[src/rtl/brlu_pkg.sv]
// brlu_pkg: shared types and constants for the bit run-length byte unpacker.
// No dependencies; used by every module of the block.
`default_nettype none

package brlu_pkg;

    localparam int BYTE_BITS   = 8;
    localparam int LEN_W       = 7;
    localparam int FILL_W      = 3;
    localparam int CNT_W       = 5;   // up to 16 bytes per run
    localparam int QUEUE_DEPTH = 4;
    localparam int QPTR_W      = 2;
    localparam int QCNT_W      = 3;

    localparam logic [LEN_W-1:0]  MAX_RUN     = 7'd127;
    localparam logic [CNT_W-1:0]  MAX_BYTES   = 5'd16;
    localparam logic [QCNT_W-1:0] QUEUE_FULL  = 3'd4;

    // one queued run, length already saturated
    typedef struct packed {
        logic             bit_val;
        logic [LEN_W-1:0] len;
        logic             fin;
    } run_t;

endpackage

`default_nettype wire

[src/rtl/brlu_front.sv]
// brlu_front: accepts runs, clamps the length and queues them for the back end.
// Depends on brlu_pkg.
`default_nettype none

module brlu_front
(
    input  wire logic                        clk,
    input  wire logic                        rst_n,
    input  wire logic                        in_valid,
    output logic                             in_ready,
    input  wire logic                        run_bit,
    input  wire logic [brlu_pkg::LEN_W-1:0]  run_length,
    input  wire logic                        final_run,
    output logic                             q_valid,
    input  wire logic                        q_ready,
    output brlu_pkg::run_t                   q_run
);

    brlu_pkg::run_t                    mem [brlu_pkg::QUEUE_DEPTH];
    logic [brlu_pkg::QPTR_W-1:0]       wr_ptr_reg, wr_ptr_next;
    logic [brlu_pkg::QPTR_W-1:0]       rd_ptr_reg, rd_ptr_next;
    logic [brlu_pkg::QCNT_W-1:0]       count_reg, count_next;
    logic                              push, pop;
    brlu_pkg::run_t                    in_run;

    assign in_ready = (count_reg != brlu_pkg::QUEUE_FULL);
    assign q_valid  = (count_reg != '0);
    assign push     = in_valid && in_ready;
    assign pop      = q_valid && q_ready;
    assign q_run    = mem[rd_ptr_reg];

    always_comb
    begin
        in_run.bit_val = run_bit;
        in_run.len     = (run_length > brlu_pkg::MAX_RUN) ? brlu_pkg::MAX_RUN : run_length;
        in_run.fin     = final_run;

        wr_ptr_next = push ? wr_ptr_reg + 1'b1 : wr_ptr_reg;
        rd_ptr_next = pop  ? rd_ptr_reg + 1'b1 : rd_ptr_reg;
        count_next  = count_reg;
        if (push && !pop)
        begin
            count_next = count_reg + 1'b1;
        end
        else if (pop && !push)
        begin
            count_next = count_reg - 1'b1;
        end
    end

    always_ff @(posedge clk or negedge rst_n)
    begin
        if (!rst_n)
        begin
            wr_ptr_reg <= '0;
            rd_ptr_reg <= '0;
            count_reg  <= '0;
        end
        else
        begin
            wr_ptr_reg <= wr_ptr_next;
            rd_ptr_reg <= rd_ptr_next;
            count_reg  <= count_next;
        end
    end

    always_ff @(posedge clk)
    begin
        if (push)
        begin
            mem[wr_ptr_reg] <= in_run;
        end
    end

    a_count_range: assert property (@(posedge clk) disable iff (!rst_n)
        count_reg <= brlu_pkg::QUEUE_FULL)
        else $error("queue count out of range");

    a_ptr_gap: assert property (@(posedge clk) disable iff (!rst_n)
        (count_reg == '0 || count_reg == brlu_pkg::QUEUE_FULL) |-> (wr_ptr_reg == rd_ptr_reg))
        else $error("queue pointers disagree with count");

    a_push_count: assert property (@(posedge clk) disable iff (!rst_n)
        (push && !pop) |=> (count_reg == $past(count_reg) + 1'b1))
        else $error("push did not grow the queue");

endmodule

`default_nettype wire

[src/rtl/brlu_back.sv]
// brlu_back: expands queued runs into bytes, one byte per cycle unless out_ready
// stalls the output, through an output register. Depends on brlu_pkg.
`default_nettype none

module brlu_back
(
    input  wire logic                               clk,
    input  wire logic                               rst_n,
    input  wire logic                               q_valid,
    output logic                                    q_ready,
    input  wire brlu_pkg::run_t                     q_run,
    output logic                                    out_valid,
    input  wire logic                               out_ready,
    output logic [brlu_pkg::BYTE_BITS-1:0]          data_byte,
    output logic                                    last_of_run
);

    logic [brlu_pkg::LEN_W-1:0]     acc_reg, acc_next;
    logic [brlu_pkg::FILL_W-1:0]    fill_reg, fill_next;
    logic [brlu_pkg::CNT_W-1:0]     cnt_reg, cnt_next;
    logic                           first_reg, first_next;
    logic                           bit_reg, bit_next;
    logic [brlu_pkg::BYTE_BITS-1:0] head_reg, head_next;
    logic                           ov_reg, ov_next;
    logic [brlu_pkg::BYTE_BITS-1:0] db_reg, db_next;
    logic                           last_reg, last_next;

    logic                           emit, pop;
    logic [brlu_pkg::BYTE_BITS-1:0] total;
    logic [brlu_pkg::CNT_W-1:0]     nbytes;
    logic [brlu_pkg::FILL_W-1:0]    rem;
    logic [3:0]                     head_shift;
    logic [brlu_pkg::BYTE_BITS-1:0] head_byte;
    logic [brlu_pkg::LEN_W-1:0]     carry_acc;

    assign emit    = (cnt_reg != '0) && (!ov_reg || out_ready);
    assign q_ready = (cnt_reg == '0) || ((cnt_reg == 5'd1) && emit);
    assign pop     = q_valid && q_ready;

    assign out_valid   = ov_reg;
    assign data_byte   = db_reg;
    assign last_of_run = last_reg;

    always_comb
    begin
        total  = {1'b0, q_run.len} + {5'b0, fill_reg};
        nbytes = total[7:3];
        rem    = total[2:0];

        // held bits go to the top, the rest of the byte is filled with the run bit
        head_shift = 4'd8 - {1'b0, fill_reg};
        head_byte  = ({1'b0, acc_reg} << head_shift)
                   | (q_run.bit_val ? (8'hFF >> fill_reg) : 8'h00);

        if (nbytes != '0)
        begin
            carry_acc = q_run.bit_val ? (7'h7F >> (3'd7 - rem)) : 7'h00;
        end
        else
        begin
            // whole run fits in the partial byte, so len < 8
            carry_acc = (acc_reg << q_run.len[2:0])
                      | (q_run.bit_val ? (7'h7F >> (3'd7 - q_run.len[2:0])) : 7'h00);
        end

        acc_next   = acc_reg;
        fill_next  = fill_reg;
        cnt_next   = cnt_reg;
        first_next = first_reg;
        bit_next   = bit_reg;
        head_next  = head_reg;
        ov_next    = ov_reg;
        db_next    = db_reg;
        last_next  = last_reg;

        if (ov_reg && out_ready)
        begin
            ov_next = 1'b0;
        end

        if (emit)
        begin
            ov_next    = 1'b1;
            db_next    = first_reg ? head_reg : {brlu_pkg::BYTE_BITS{bit_reg}};
            last_next  = (cnt_reg == 5'd1);
            first_next = 1'b0;
            cnt_next   = cnt_reg - 1'b1;
        end

        if (pop)
        begin
            cnt_next   = nbytes;
            first_next = 1'b1;
            bit_next   = q_run.bit_val;
            head_next  = head_byte;
            if (q_run.fin)
            begin
                acc_next  = '0;
                fill_next = '0;
            end
            else
            begin
                acc_next  = carry_acc;
                fill_next = rem;
            end
        end
    end

    always_ff @(posedge clk or negedge rst_n)
    begin
        if (!rst_n)
        begin
            acc_reg   <= '0;
            fill_reg  <= '0;
            cnt_reg   <= '0;
            first_reg <= 1'b0;
            ov_reg    <= 1'b0;
        end
        else
        begin
            acc_reg   <= acc_next;
            fill_reg  <= fill_next;
            cnt_reg   <= cnt_next;
            first_reg <= first_next;
            ov_reg    <= ov_next;
        end
    end

    always_ff @(posedge clk)
    begin
        bit_reg  <= bit_next;
        head_reg <= head_next;
        db_reg   <= db_next;
        last_reg <= last_next;
    end

    a_cnt_range: assert property (@(posedge clk) disable iff (!rst_n)
        cnt_reg <= brlu_pkg::MAX_BYTES)
        else $error("byte count out of range");

    a_last_flag: assert property (@(posedge clk) disable iff (!rst_n)
        emit |=> (out_valid && (last_of_run == ($past(cnt_reg) == 5'd1))))
        else $error("last flag does not match remaining count");

    a_acc_bound: assert property (@(posedge clk) disable iff (!rst_n)
        ((acc_reg >> fill_reg) == '0))
        else $error("partial bits above fill count");

    a_pop_idle: assert property (@(posedge clk) disable iff (!rst_n)
        pop |-> (cnt_reg == '0 || emit))
        else $error("run taken while bytes still pending");

endmodule

`default_nettype wire

[src/rtl/bit_run_length_byte_unpacker.sv]
// The first byte of a run passes through the queue, the expander's head register and the
// output register. Throughput: one byte per cycle unless out_ready stalls; a 127-bit run
// expands to up to 16 bytes; a 4-entry queue absorbs input while the expander works.
// Reset (rst_n, async active low) empties the queue and output, clears partial bits.
// Top level: instantiates brlu_front (accept/queue) and brlu_back (byte expander).
// Depends on brlu_pkg.
`default_nettype none

module bit_run_length_byte_unpacker
(
    input  wire logic                        clk,
    input  wire logic                        rst_n,
    input  wire logic                        in_valid,
    output logic                             in_ready,
    input  wire logic                        run_bit,
    input  wire logic [brlu_pkg::LEN_W-1:0]  run_length,
    input  wire logic                        final_run,
    output logic                             out_valid,
    input  wire logic                        out_ready,
    output logic [brlu_pkg::BYTE_BITS-1:0]   data_byte,
    output logic                             last_of_run
);

    logic           q_valid;
    logic           q_ready;
    brlu_pkg::run_t q_run;

    brlu_front u_front
    (
        .clk        (clk),
        .rst_n      (rst_n),
        .in_valid   (in_valid),
        .in_ready   (in_ready),
        .run_bit    (run_bit),
        .run_length (run_length),
        .final_run  (final_run),
        .q_valid    (q_valid),
        .q_ready    (q_ready),
        .q_run      (q_run)
    );

    brlu_back u_back
    (
        .clk         (clk),
        .rst_n       (rst_n),
        .q_valid     (q_valid),
        .q_ready     (q_ready),
        .q_run       (q_run),
        .out_valid   (out_valid),
        .out_ready   (out_ready),
        .data_byte   (data_byte),
        .last_of_run (last_of_run)
    );

endmodule

`default_nettype wire
[config.mk]
export PLATFORM = sky130hd
export DESIGN_NAME = bit_run_length_byte_unpacker
export DESIGN_NICKNAME = d
export VERILOG_FILES = /design/src/rtl/brlu_pkg.sv /design/src/rtl/brlu_front.sv /design/src/rtl/brlu_back.sv /design/src/rtl/bit_run_length_byte_unpacker.sv
export SDC_FILE = /design/constraint.sdc
export NUM_CORES = 1
export LEC_CHECK = 0
export CORE_AREA = 2 2 143 89
export CTS_CLUSTER_DIAMETER = 100
export DETAILED_ROUTE_END_ITERATION = 8
export DIE_AREA = 0 0 145 91
export DONT_BUFFER_PORTS = 1
export PLACE_DENSITY = 0.49
export SYNTH_ARGS = -nofsm -noshare
export SYNTH_HDL_FRONTEND = slang
export SYNTH_HIERARCHICAL = 1
export SYNTH_SLANG_ARGS = --single-unit
[constraint.sdc]
create_clock -name clk -period 3.26 [get_ports clk]
set_input_delay 0.326 -clock clk [delete_from_list [all_inputs] [get_ports clk]]
set_output_delay 0.326 -clock clk [all_outputs]
set_load 0.02 [all_outputs]
==> flow_summary_export.csv, run 1 <==
group,metric,value,unit
timing,period_share,90.5,%
power_and_ir_drop,p_sw,1.97,mW
synthesis,synth_edf_count,54,
timing,rsz0062_at_grt,"no",
global_route,grt_overflow,0,
synthesis,syn_inst,315,
drt,firstDrtPassIters,4,
drt,drt_iter0_markers,155,
timing,setup-tns-final,0,ns
power_and_ir_drop,internal-power,3.05,mW
synthesis,postSynth.asyncResetShare,30.8,%
critical_path,start_kind,"flop",
drt,vias,2416,
placed_design,dp.final_hpwl,5580,um
finish,final_util,38.8,%
finish,diodes,0,
clock_network,cts_tree,"yes",
finish,area_growth,11.5,%
synthesis,synth-main-ff-cell,"edfxtp_1",
drt,ant_nets,0,
synthesis,syn_nets,345,
critical_path,crit_type,"reg -> reg",
timing,relSlewSlack,61.5,%
timing,fmax,0.339,GHz
clock_network,root_buffer,"clkbuf_16",
power_and_ir_drop,power_density,1100,mW/mm^2
synthesis,ys_seq_area_share,54.1,%
synthesis,yosysUniqueCellTypes,54,
synthesis,synth-seq-cells,78,
die,ios,24,
drt,routed_wl,7840,um
die,die_width,145,um
drt,wl_per_cell,16.3,um
status,status,"completed",
finish,nFillCells,1116,
global_route,grt_pass1_wl,13100,um
timing,hold_viol,0,
critical_path,cp-end-kind,"flop",
global_route,grt_max_degree,25,
critical_path,required,3.49,ns
power_and_ir_drop,p_sw_share,39.2,%
clock_network,cts.htree.levels,3,
global_route,track_usage,12.8,%
power_and_ir_drop,p_clk_share,21.9,%
min_path,hp-class,"in -> reg",
placed_design,place.gp.congestion,0.804,
timing,skew,0.00626,ns
critical_path,worst_ep_arrival_time,3.18,ns
drt,viasPerCell,5.01,
synthesis,syn_avg_cell_area,13.0,sq um
timing,slew_viol_final,0,
global_route,antenna_found_initial,0,
timing,finalSetupViolCount,0,
clock_network,cts.sinks,78,
critical_path,cpMaxStageDelayCell,"mux4_2",
synthesis,netlist_area,0.00411,sq mm
clock_network,clk_latency,0.33,ns
placed_design,port_buffers,0,
timing,worst_slew_pin_slew,0.576,ns
drt,drc,0,
die,fp-row-count,31,
clock_network,path_clk_slew,0.06,ns
die,die-area,0.0132,sq mm
critical_path,path_cells,"mux4_2, ha_1, and4b_1, o21ai_4, mux2_2, a22o_1",
finish,layout.nets,342,
clock_network,cts_buffers,9,
critical_path,slowest_delay,0.69,ns
clock_network,cts_setup_buffers,0,
clock_network,clock_path_buffers,2,
job,maxCapViolCount,0,
power_and_ir_drop,p_seq_share,34.7,%
critical_path,path_max_fanout,11,
die,chipHeight,91,um
power_and_ir_drop,p_comb_share,43.4,%
critical_path,r2r_setup_slack,0.31,ns
finish,largest_register_ffs,36,
die,initial_core_util,34.7,%
global_route,grt_pass1_vias,2449,
synthesis,yosysWarnings,6,
die,core_region_area,0.0118,sq mm
finish,drive_gt1_share,16.4,%
timing,fin_crit,2.95,ns
power_and_ir_drop,peakVddDrop,0.000403,V
power_and_ir_drop,leakage,1.78,nW
-- worst max-delay path: cells and delay by family (launching register included) --
| kind | cells | cell delay, ns |
|---|---|---|
| flip-flops | 1 | 0.58 |
| multiplexers | 2 | 1.06 |
| AND/OR/NAND/NOR | 1 | 0.26 |
| AO/OA/AOI/OAI | 2 | 0.52 |
| adder cells (fa/ha/maj) | 1 | 0.41 |
-- cells in the final DEF (no fill, tap or decap), drive strengths merged, types with 3 or more instances in the layout --
| cell | instances |
|---|---|
| nor3 | 4 |
| nand4b | 3 |
| dfrtp | 24 |
| mux4 | 11 |
| mux2i | 23 |
| mux2 | 6 |
| inv | 19 |
| a22o | 8 |
| a211oi | 4 |
| o22ai | 3 |
| buf | 7 |
| nor2 | 15 |
| edfxtp | 54 |
| ha | 15 |
| xor2 | 5 |
| clkbuf | 9 |
| xnor2 | 9 |
| nand3 | 4 |
| a31oi | 3 |
| nand2 | 33 |
| a21o | 4 |
| o21ai | 13 |
| and2 | 6 |
| a21oi | 8 |
-- worst paths after layout --
kind | start | cells past startpoint | endpoint
worst max-delay path | u_front/rd_ptr_reg[0] | 6 | u_back/acc_reg[5]
worst min-delay path | run_length[3] | 0 | u_front/mem[2][4]
worst max register to register | u_front/rd_ptr_reg[0] | 6 | u_back/acc_reg[5]
worst min register to register | u_back/head_reg[6] | 2 | u_back/data_byte[6]
max in group asynchronous | rst_n | 2 | u_back/out_valid
min in group asynchronous | rst_n | 2 | u_back/acc_reg[1]
-- layer usage --
metal	global-route usage, %	vias up	share of wire (%)
met4	3.71	0	0.84
met5	0	-	0
met2	17.8	45	41
met3	4.02	6	3.8
met1	18.9	1214	54
li1	-	1151	-
-- through the flow --
stage	setup slack [ns]	hold slack (ns)	total power [mW]	cell area, sq um	std cells
after global placement	0.389	0.0319	3.92	4230	464
after global routing	0.184	0.0601	5.39	4580	482
after floorplan	0.562	0.0304	3.49	4110	315
final	0.310	0.0823	5.02	4580	482
after detailed placement	0.319	0.0318	3.92	4230	464
after CTS	0.316	0.0717	5.05	4580	482
-- power groups by stage --
stage                     Clock [mW]  Sequential (mW)  Combinational (mW)
after global placement             0             1.76                2.16
after detailed placement           0             1.76                2.16
after global routing            1.18             1.79                2.42
after floorplan                    0             1.63                1.86
after CTS                       1.12             1.75                2.18
final                           1.10             1.74                2.18
-- cell type report --
class                      count  area, sq um  area share (%)
timing repair buffer           8         75.1            1.64
clock buffer                   9          225            4.91
clock inverter                 7          103            2.24
multi-input combinational    200         1700            37.0
inverter                      15         56.3            1.23
sequential                    78         2220            48.5
tap                          165          206            4.50
-- logic make-up after synthesis --
group / synth area share (%)
AO/OA/AOI/OAI: 9.01
XOR/XNOR: 2.98
adder cells (fa/ha/maj): 5.54
buffers and inverters: 4.66
flip-flops: 54.1
multiplexers: 13.4
AND/OR/NAND/NOR: 10.4
-- Yosys cell counts (all sizes together), types with 9 or more instances --
cell	n	area [sq um]
ha	15	188
edfxtp	54	1620
nand2	33	141
mux2i	23	230
o21ai	13	76.3
buf	10	90.1
dfrtp	24	601
inv	15	56.3
xnor2	9	78.8
nor2	15	66.3
clkbuf	12	45.0
mux4	11	252
-- repair_timing --
item | in CTS | in global routing
hold buffers | 2 | 0
hold endpoints to repair | 24 | 0
resized for setup | 0 | 0
Note: power is estimated with default switching activity, not from simulation.
==> inputs of run 2 (changes only) <==
Settings changed: GPL_TIMING_DRIVEN set to 0, MAX_ROUTING_LAYER set to met4.
==> run 2 against run 1 <==
Compared with the run above:
- non-clock buffer count grew 16
- clock power down 5%
- final area rose by 1.7%
- cell count increased by 3.3%
- via count up 0.46%
- first-iteration DRC count shrank 23%
- sequential share of layout area decreased by 0.81 points
- maximum frequency down 3.5%
- largest cell class unchanged
- largest power group unchanged
==> flow_summary_export.csv, run 2 (same netlist as run 1, synthesis figures left out) <==
group,metric,value,unit
global_route,antenna_found_initial,0,
placed_design,dp.final_hpwl,5780,um
timing,fin_hold_ws,0.0945,ns
global_route,grt_pass1_wl,13300,um
clock_network,path_clk_slew,0.06,ns
placed_design,place.gp.congestion,0.781,
clock_network,cts.sinks,78,
timing,fmax,0.327,GHz
finish,stdcell_count,498,
timing,setup-tns-final,0,ns
timing,slew_viol_final,0,
power_and_ir_drop,p_clk_share,20.5,%
placed_design,port_buffers,0,
finish,layout_common_cells,"edfxtp_1 (54), nand2_1 (30), dfrtp_1 (24), mux2i_1 (23), ha_1 (15)",
clock_network,cts_buffers,9,
clock_network,cts.htree.levels,3,
clock_network,cts_tree,"yes",
finish,fin_area,0.00466,sq mm
drt,drt_iter0_markers,120,
global_route,grt_overflow,0,
finish,diodes,0,
finish,drive_gt1_share,16.5,%
finish,layout.nets,358,
critical_path,cpMaxStageDelayCell,"xor2_1",
power_and_ir_drop,fin_total_pwr,5.06,mW
critical_path,start_kind,"flop",
die,die-area,0.0132,sq mm
global_route,grt_pass1_vias,2385,
timing,finalSetupViolCount,0,
drt,firstDrtPassIters,6,
critical_path,crit_type,"reg -> reg",
die,core_region_area,0.0118,sq mm
power_and_ir_drop,leakage,1.81,nW
critical_path,worst_ep_arrival_time,3.32,ns
timing,relSlewSlack,53.9,%
drt,routed_wl,7940,um
critical_path,required,3.52,ns
power_and_ir_drop,power_density,1080,mW/mm^2
job,maxCapViolCount,0,
finish,largest_register_ffs,36,
die,initial_core_util,34.7,%
drt,vias,2427,
finish,final_common_cell,"edfxtp_1",
critical_path,cp-end-kind,"flop",
min_path,hp-class,"in -> reg",
power_and_ir_drop,p_comb_share,46.3,%
die,ios,24,
placed_design,postPlaceCellArea,0.00432,sq mm
drt,drc,0,
status,status,"completed",
die,chipHeight,91,um
critical_path,path_cells,"buf_6, mux4_2, ha_1, fa_1, xor2_1, o211ai_1, mux2i_1, a22o_1",
drt,viasPerCell,4.87,
drt,ant_nets,0,
power_and_ir_drop,peakVddDrop,0.000382,V
critical_path,slowest_delay,0.58,ns
power_and_ir_drop,internal-power,3.09,mW
die,fp-row-count,31,
timing,period_share,93.8,%
die,die_width,145,um
timing,fin_crit,3.06,ns
power_and_ir_drop,p_seq_share,33.1,%
power_and_ir_drop,p_sw_share,38.9,%
timing,skew,0.00645,ns
global_route,grt_max_degree,25,
clock_network,clk_latency,0.32,ns
timing,worst_slew_pin_slew,0.689,ns
placed_design,dp.cells,480,
critical_path,path_max_fanout,10,
clock_network,clock_path_buffers,2,
global_route,track_usage,13.5,%
drt,wl_per_cell,15.9,um
power_and_ir_drop,p_sw,1.97,mW
timing,hold_viol,0,
timing,rsz0062_at_grt,"no",
finish,area_growth,13.4,%
clock_network,root_buffer,"clkbuf_16",
[run 2: cell count changes in the layout (fill, tap and decap cells not counted), sizes merged]
cell,before,now
clkbuf,9,22
clkinv,1,3
inv,19,15
buf,7,11
clkinvlp,0,1
[run 2: worst paths after layout]
kind / endpoint / slack [ns] / start / depth (start not counted)
min in group asynchronous: u_back/acc_reg[5] / 0.43 / rst_n / 2
max in group asynchronous: u_front/rd_ptr_reg[1] / 2.67 / rst_n / 2
worst min register to register: u_back/data_byte[1] / 0.53 / u_back/head_reg[1] / 2
worst max register to register: u_back/acc_reg[4] / 0.20 / u_front/rd_ptr_reg[0] / 8
worst min-delay path: u_front/mem[3][8] / 0.09 / run_bit / 0
worst max-delay path: u_back/acc_reg[4] / 0.20 / u_front/rd_ptr_reg[0] / 8
[run 2: cell type report]
type                    count  area (sq um)
fillers                  1147          7170
repair buffers              2          30.0
multi-input cells         200          1700
inverters                  15          56.3
well taps                 165           206
plain buffers              22           135
flip-flops and latches     78          2220
clock inverters             6          86.3
clock buffers              10           229
[run 2: stage by stage]
step | utilization [%] | worst slack [ns]
floorplan | - | 0.562
global placement | 36.5 | 0.276
detailed placement | 36.5 | 0.273
CTS | 39.4 | 0.227
global route | 39.4 | 0.100
finish | 39.4 | 0.201
[run 2: layer usage]
layer | part of all wire (%) | track usage (%) | routed length [um] | vias up
li1 | - | - | - | 1195
met1 | 57 | 20.9 | 4490 | 1181
met2 | 38 | 16.9 | 3040 | 46
met3 | 4.2 | 3.77 | 337 | 5
met4 | 0.88 | 3.71 | 70 | 0
met5 | 0 | - | 0 | -
[run 2: power by group through the flow]
stage / combinational [mW] / sequential (mW) / clock (mW)
finish: 2.34 / 1.68 / 1.04
global route: 2.63 / 1.72 / 1.12
CTS: 2.35 / 1.68 / 1.07
detailed placement: 2.32 / 1.70 / 0
global placement: 2.31 / 1.69 / 0
floorplan: 1.86 / 1.63 / 0
[run 2: worst max-delay path, delay by kind of cell, from the launching register on]
kind                       cells  cell delay [ns]
buffers and inverters          1             0.20
xor gates and xnor gates       1             0.58
DFF                            1             0.38
AOI/OAI and AO/OA              2             0.35
adders and majority gates      2             0.68
muxes                          2             0.78
[run 2: timing repair]
| action | 4_1_cts | 5_1_grt |
|---|---|---|
| buffers inserted | 0 | 0 |
| hold buffers | 2 | 0 |
| resized for setup | 0 | 0 |
| endpoints found under the hold margin | 24 | 0 |
==> inputs of run 3 (changes only) <==
==> constraint.sdc (replaced) <==
create_clock -name clk -period 3.26 [get_ports clk]
set_input_delay 0 -clock clk [delete_from_list [all_inputs] [get_ports clk]]
set_output_delay 0 -clock clk [all_outputs]
set_load 0.02 [all_outputs]
==> run 3 against run 2 <==
Compared with the run above:
- first-iteration DRC count grew 0.83%
- maximum frequency is 0.55% higher
- core utilization is 0.93 points higher
- register-to-register slack better by 0.02 ns
- largest cell class unchanged
- clock power about the same
- flip-flop and latch count did not move
- worst hold slack gained 0.0066 ns
- worst setup slack better by 0.017 ns
- routed wire length grew 0.79%
- clock skew increased by 0.00078 ns
==> flow_summary_export.csv, run 3 (same netlist as run 1, synthesis figures left out) <==
group,metric,value,unit
drt,wl_met1,4520,um
job,maxCapViolCount,0,
finish,final_util,40.3,%
critical_path,reg2reg_to,"u_back/acc_reg[4]",
global_route,antenna_found_initial,0,
die,chipHeight,91,um
clock_network,cts_resized,0,
finish,largest_register_ffs,36,
clock_network,cts_buffers,9,
drt,highest_layer,"met4",
timing,layout_setup_ws,0.218,ns
timing,relSlewSlack,54.6,%
critical_path,start_kind,"flop",
placed_design,dp_slack,0.273,ns
power_and_ir_drop,fin_total_pwr,5.06,mW
clock_network,path_clk_slew,0.06,ns
timing,rsz0062_at_grt,"no",
drt,dr_wl_met2,3120,um
timing,slew_viol_final,0,
global_route,grt_max_degree,25,
drt,drt_iter0_markers,121,
finish,layout.nets,369,
placed_design,postPlaceCellArea,0.00432,sq mm
drt,drc,0,
timing,hold_viol,0,
finish,drive_gt1_share,16.0,%
drt,wl_per_cell,15.7,um
power_and_ir_drop,leakage,1.85,nW
power_and_ir_drop,p_comb_share,46.5,%
critical_path,r2r_setup_slack,0.22,ns
finish,diodes,0,
global_route,grt_overflow,0,
drt,firstDrtPassIters,4,
die,core_region_area,0.0118,sq mm
power_and_ir_drop,internal-power,3.10,mW
critical_path,crit_type,"reg -> reg",
drt,ant_nets,0,
critical_path,required,3.52,ns
clock_network,clock_path_buffers,2,
clock_network,cts_tree,"yes",
critical_path,cp-end-kind,"flop",
clock_network,cts.htree.levels,3,
die,die_width,145,um
die,fp-row-count,31,
clock_network,clk_latency,0.33,ns
global_route,grt_pass1_wl,13500,um
drt,routed_wl,8010,um
timing,skew,0.00723,ns
power_and_ir_drop,p_sw,1.96,mW
placed_design,dp.final_hpwl,5780,um
critical_path,cp-endpoint,"u_back/acc_reg[4]",
die,die-area,0.0132,sq mm
placed_design,place.gp.congestion,0.781,
finish,final_common_cell,"edfxtp_1",
power_and_ir_drop,peakVddDrop,0.000383,V
finish,fin_area,0.00477,sq mm
power_and_ir_drop,p_sw_share,38.7,%
power_and_ir_drop,p_clk_share,20.4,%
timing,period_share,93.3,%
critical_path,startpoint,"u_front/rd_ptr_reg[0]",
global_route,track_usage,13.7,%
drt,viasPerCell,4.83,
drt,wl_met3,321,um
critical_path,r2r_cells,8,
timing,fin_crit,3.04,ns
timing,fmax,0.329,GHz
critical_path,worstReg2RegStart,"u_front/rd_ptr_reg[0]",
die,initial_core_util,34.7,%
power_and_ir_drop,p_seq_share,33.1,%
power_and_ir_drop,power_density,1060,mW/mm^2
timing,setup-tns-final,0,ns
global_route,grt_pass1_vias,2431,
finish,stdcell_count,509,
finish,layout_common_cells,"edfxtp_1 (54), nand2_1 (30), dfrtp_1 (24), mux2i_1 (23), ha_1 (15)",
timing,worst_slew_pin_slew,0.679,ns
min_path,hp-class,"in -> async",
timing,finalSetupViolCount,0,
drt,vias,2458,
die,ios,24,
placed_design,port_buffers,0,
status,status,"completed",
clock_network,hold_buffers,13,
critical_path,worst_ep_arrival_time,3.30,ns
timing,fin_hold_ws,0.101,ns
critical_path,path_max_fanout,10,
clock_network,root_buffer,"clkbuf_16",
clock_network,cts_setup_buffers,0,
finish,area_growth,16.1,%
clock_network,cts.sinks,78,
placed_design,dp.cells,480,
==> run 3: changes by cell type in the layout (fill, tap and decap cells not counted) <==
| cell | previous run | this run |
|---|---|---|
| dlygate4sd3_1 | 1 | 12 |
==> run 3: how the worst min path moves through the flow <==
stage,from,end,cells after the start
final,rst_n,u_back/acc_reg[5],2
after global routing,rst_n,u_back/out_valid,2
after CTS,rst_n,u_back/acc_reg[5],2
after detailed placement,rst_n,u_back/acc_reg[4],0
after global placement,rst_n,u_back/acc_reg[4],0
after floorplan,rst_n,u_back/acc_reg[0],0
==> run 3: layout make-up <==
class                           count  area (sq um)
Fill cell                        1146          7060
Sequential cell                    78          2220
Multi-Input combinational cell    200          1700
Clock buffer                       10           229
Tap cell                          165           206
Timing Repair Buffer               13           140
Buffer                             22           135
Clock inverter                      6          86.3
Inverter                           15          56.3
==> run 3: metal layers <==
layer | vias to the layer above | GRT usage, %
met5 | - | -
met2 | 40 | 17.2
met3 | 2 | 3.67
li1 | 1214 | -
met1 | 1202 | 21.1
met4 | 0 | 3.71
==> run 3: critical path, stage by stage (launching register included) <==
cell	delay, ns
dfrtp_1	0.38
buf_6	0.20
mux4_2	0.57
ha_1	0.25
fa_1	0.43
xor2_1	0.57
o211ai_1	0.20
mux2i_1	0.21
a22o_1	0.15
==> run 3: power groups by stage <==
stage	clock network [mW]	registers, mW	logic (mW)
floorplan	0	1.63	1.86
global placement	0	1.69	2.31
detailed placement	0	1.70	2.32
CTS	1.07	1.68	2.36
global route	1.12	1.72	2.64
finish	1.03	1.67	2.35
